[src/rtl/core/mfb_ram.sv]
`timescale 1ns / 1ps
module mfb_ram #(
  parameter int WIDTH = 8,
  parameter int DEPTH = 504
) (
  input  logic                     clk,
  input  logic                     we,
  input  logic [$clog2(DEPTH)-1:0] waddr,
  input  logic [WIDTH-1:0]         wdata,
  input  logic [$clog2(DEPTH)-1:0] raddr,
  output logic [WIDTH-1:0]         rdata
);
  logic [WIDTH-1:0] mem [DEPTH];

  // One write port and one registered read port.
  always_ff @(posedge clk) begin
    if (we) begin
      mem[waddr] <= wdata;
    end
    rdata <= mem[raddr];
  end
endmodule
[config.mk]
export PLATFORM = sky130hd
export DESIGN_NAME = mfb_ram
export DESIGN_NICKNAME = d
export VERILOG_FILES = /design/src/rtl/core/mfb_ram.sv
export SDC_FILE = /design/constraint.sdc
export NUM_CORES = 2
export LEC_CHECK = 0
export ABC_AREA = 1
export BUFFER_PORTS_ARGS = -buffer_cell sky130_fd_sc_hd__buf_2
export CAP_MARGIN = 20
export CORE_ASPECT_RATIO = 2
export CORE_MARGIN = 10
export CORE_UTILIZATION = 30
export CTS_CLUSTER_DIAMETER = 200
export CTS_CLUSTER_SIZE = 40
export DETAILED_ROUTE_END_ITERATION = 16
export PLACE_DENSITY = 0.49
export SETUP_SLACK_MARGIN = 0.2
export SLEW_MARGIN = 20
export SYNTH_ARGS = -nofsm -noshare
export SYNTH_HDL_FRONTEND = slang
export SYNTH_SLANG_ARGS = --single-unit
[constraint.sdc]
create_clock -name clk -period 2.75 [get_ports clk]
set_input_delay 0.275 -clock clk [delete_from_list [all_inputs] [get_ports clk]]
set_output_delay 0.275 -clock clk [all_outputs]
set_load 0.01 [all_outputs]
==> impl_summary.md <==
Timing
The clock skew after layout is 0.0504 ns. The worst path in the final design needs a cycle of 2.53 ns, including I/O delays and setup. The worst hold slack after final layout is 0.136 ns. After routing, the total negative slack on setup checks comes to 0 ns. The worst-case headroom to the max-slew limit is 32.1%. The max-slew violation total from the final report is 0. Static timing analysis puts the maximum clock frequency at 396 MHz. Across all setup checks in the final design, the least slack found is 0.222 ns. The pin slew with the least headroom to its limit is 1.01 ns. Setup repair after global routing left no endpoint under its margin. The worst path uses 91.9% of the clock period. The final setup violation count is 0. The number of failing hold endpoints at the final stage was 0.

Yosys
Dividing the synthesized area by the synthesized cell count gives 11.9 µm². After synthesis the netlist holds a flip-flop and latch count of 4040. Summing the areas of all and, or, nand and nor instances in the mapped netlist gives 22.6% of the synthesized area. The sequential cell area fraction in the yosys report is 73.8%. The adder-cell area share of the yosys netlist is 0%. The number of different library cells used by synthesis comes to 19.

The combinational family with the most area after synthesis is simple AND/OR/NAND/NOR gates. The total number of yosys warnings is 0. When the netlist entered floorplanning its net count stood at 13800. Multiplexer cells account for 0% of the synthesized area. The count of mapped cells out of synthesis is 13800. The synthesized netlist devotes 0.308% of its cell area to compound gates. The synthesized netlist occupies a cell area of 164000 µm². The xor and xnor area share after synthesis is 0%.

Clocking
Clock latency on the worst-skew pair, taken at its later pin, is 0.98 ns. The clock drives 4040 sinks. The cell at the root of the clock tree is sky130_fd_sc_hd__clkbuf_16. The number of buffers between clock root and the deepest sink is 4. Buffers added to address setup during post-CTS repair amount to 0. Clock-pin slew was measured on the worst setup and hold paths at 0.15 ns. The TritonCTS buffer count is 114. The CTS H-tree depth is 3. TritonCTS built the clock tree.

Power
The static power due to leakage is 64.6 nW. IR analysis of the VDD net gives a maximum drop of 0.558 mV. The total power density per cell area is 554 nW/µm².

Finish
In the layout the commonest cells are sky130_fd_sc_hd__nand2_1, sky130_fd_sc_hd__edfxtp_1, sky130_fd_sc_hd__nand3_1. From synthesis to final layout, the design area changed by 13.2%. The final net count is 14400. The fraction of layout cells with a size suffix above 1 is 11.1%. At the end of the flow the core is filled with cells to 34.0%. Leaving out filler cells and counting taps, the final layout contains 21600.

The most common cell after layout, fill and taps aside is sky130_fd_sc_hd__nand2_1.

Outcome
The flow ran to the end, and the final reports show no timing, DRC or antenna violations.

Place
Routability-driven placement finished with a final weighted congestion of 0.860. The wire-length estimate of the detail-placed layout is 370000 µm. The post-placement worst setup slack is -0.805 ns. The number of cells in the design after placement is 21400.

Port buffering added 35 buffers.

GRT
The largest net degree at the start of global routing is 111. The overall overflow remaining after global route is 0. The first global-routing pass estimated 784000 µm of wire.

The initial antenna violation count is 26. Global routing consumed, over all layers together, 18.4% of the routing resources. The via count of the first global-routing pass came to 108000.

Critical path
The highest net fanout along the worst path is 1. The critical path class is reg2reg. STA puts the critical path data required time at 3.60 ns. STA classifies the critical path endpoint as a flip-flop. For the worst setup path, the data arrival time is 3.38 ns. STA classifies the critical path startpoint as a flip-flop.

Die
The height of the die is 1070 µm. The number of top-level design ports is 36. The site row count is 384.

In this run the standard cell core region covers 546000 µm². The die covers 579000 µm². The floorplan step set the die width to 543 µm. The initial utilization of the core area, before any placement, comes to 30.1%.

Job
The tool flagged a number of max-cap violations equal to 0.

Detailed routing
In this run, the number of DRC markers left after iteration 0 of detailed routing was 8529. Dividing the detail-routed via count by the number of cells gives 4.99. Dividing the detail-routed wire length by the instance count gives 25.5 µm. For this block, the routed nets add up to 551000 µm of wire.

Once detail routing completed, the nets flagged for antenna violations numbered 0. For this run, design rule violations remaining after detail routing come to 0. The routed layout has 108000 vias. The number of optimization iterations in the first detailed-route pass is 6.

Worst hold path
The worst hold path belongs to the class in2reg.
## final cells by class
class                      instances  area [µm²]
fill                           54100      360000
tap                             7141        8930
antenna                            9        22.5
clock inverter                     1        8.76
timing repair buffer            1458       14600
inverter                          87         385
clock buffer                     152        3060
multi-input combinational       8685       37700
sequential                      4040      121000
## worst paths after layout
path / startpoint / end / slack, ns / cells past startpoint
setup / recovery: mem[283][2] / rdata[2] / 0.22 / 11
hold / removal: waddr[7] / mem[295][7] / 0.14 / 5
setup reg to reg: mem[283][2] / rdata[2] / 0.22 / 11
hold reg to reg: mem[164][7] / rdata[7] / 1.07 / 10
## cells in the mapped netlist (all sizes together)
cell type | instances | area (µm²)
nor3 | 11 | 55.1
nand2 | 4068 | 15300
inv | 85 | 324
nand3 | 3856 | 19300
o21ai | 80 | 400
a21oi | 12 | 60.1
clkinv | 2 | 7.51
o211ai | 6 | 45.0
nor2 | 652 | 2450
dfxtp | 8 | 160
clkbuf | 226 | 848
edfxtp | 4032 | 121000
buf | 740 | 4240
## per-stage QoR
stage | total power, W | area, µm²
final | 0.103 | 186000
after global routing | 0.106 | 186000
after CTS | 0.104 | 186000
after detailed placement | 0.0788 | 183000
after global placement | 0.0788 | 183000
after floorplan | 0.0733 | 164000
## power by group
part	internal (W)	total (W)	switching [W]
Sequential	0.0677	0.0678	0.0000632
Combinational	0.00277	0.00960	0.00683
Clock	0.00791	0.0257	0.0178
Total	0.0784	0.103	0.0246
## cell families (layout without fill, tap and decap cells)
logic type             after synthesis  count (layout)
AOI/OAI and AO/OA                   98              98
and+or+nand+nor                   8587            8587
DFF                               4040            4040
buffers and inverters             1053            1698
other                                0               9
## per-layer routing
layer | track usage [%] | wire length [µm]
met1 | 20.2 | 199000
met2 | 35.0 | 298000
met3 | 1.40 | 20900
met4 | 9.42 | 33600
met5 | 0 | 56
## registers in the layout, summed over array words and instances (netlist names)
register / cells
mem: 4032
rdata: 8
## worst max-delay path, stage by stage, from the launching register on
cell and delay (ns):
sky130_fd_sc_hd__edfxtp_1 0.38, sky130_fd_sc_hd__nand2_1 0.07, sky130_fd_sc_hd__nand3_1 0.15, sky130_fd_sc_hd__nand3_1 0.14, sky130_fd_sc_hd__nand3_1 0.09, sky130_fd_sc_hd__nand3_1 0.10
sky130_fd_sc_hd__nand3_1 0.07, sky130_fd_sc_hd__buf_4 0.16, sky130_fd_sc_hd__nand3_1 0.54, sky130_fd_sc_hd__nand3_1 0.45, sky130_fd_sc_hd__nand3_1 0.21, sky130_fd_sc_hd__nand2_1 0.06
## timing repair
action / in CTS / in global routing
hold buffers: 10 / 0
gates resized for setup: 6 / 0
endpoints found under the setup margin: 4 / 0
hold endpoints to repair: 1166 / 0
Note: power is estimated with default switching activity, not from simulation.
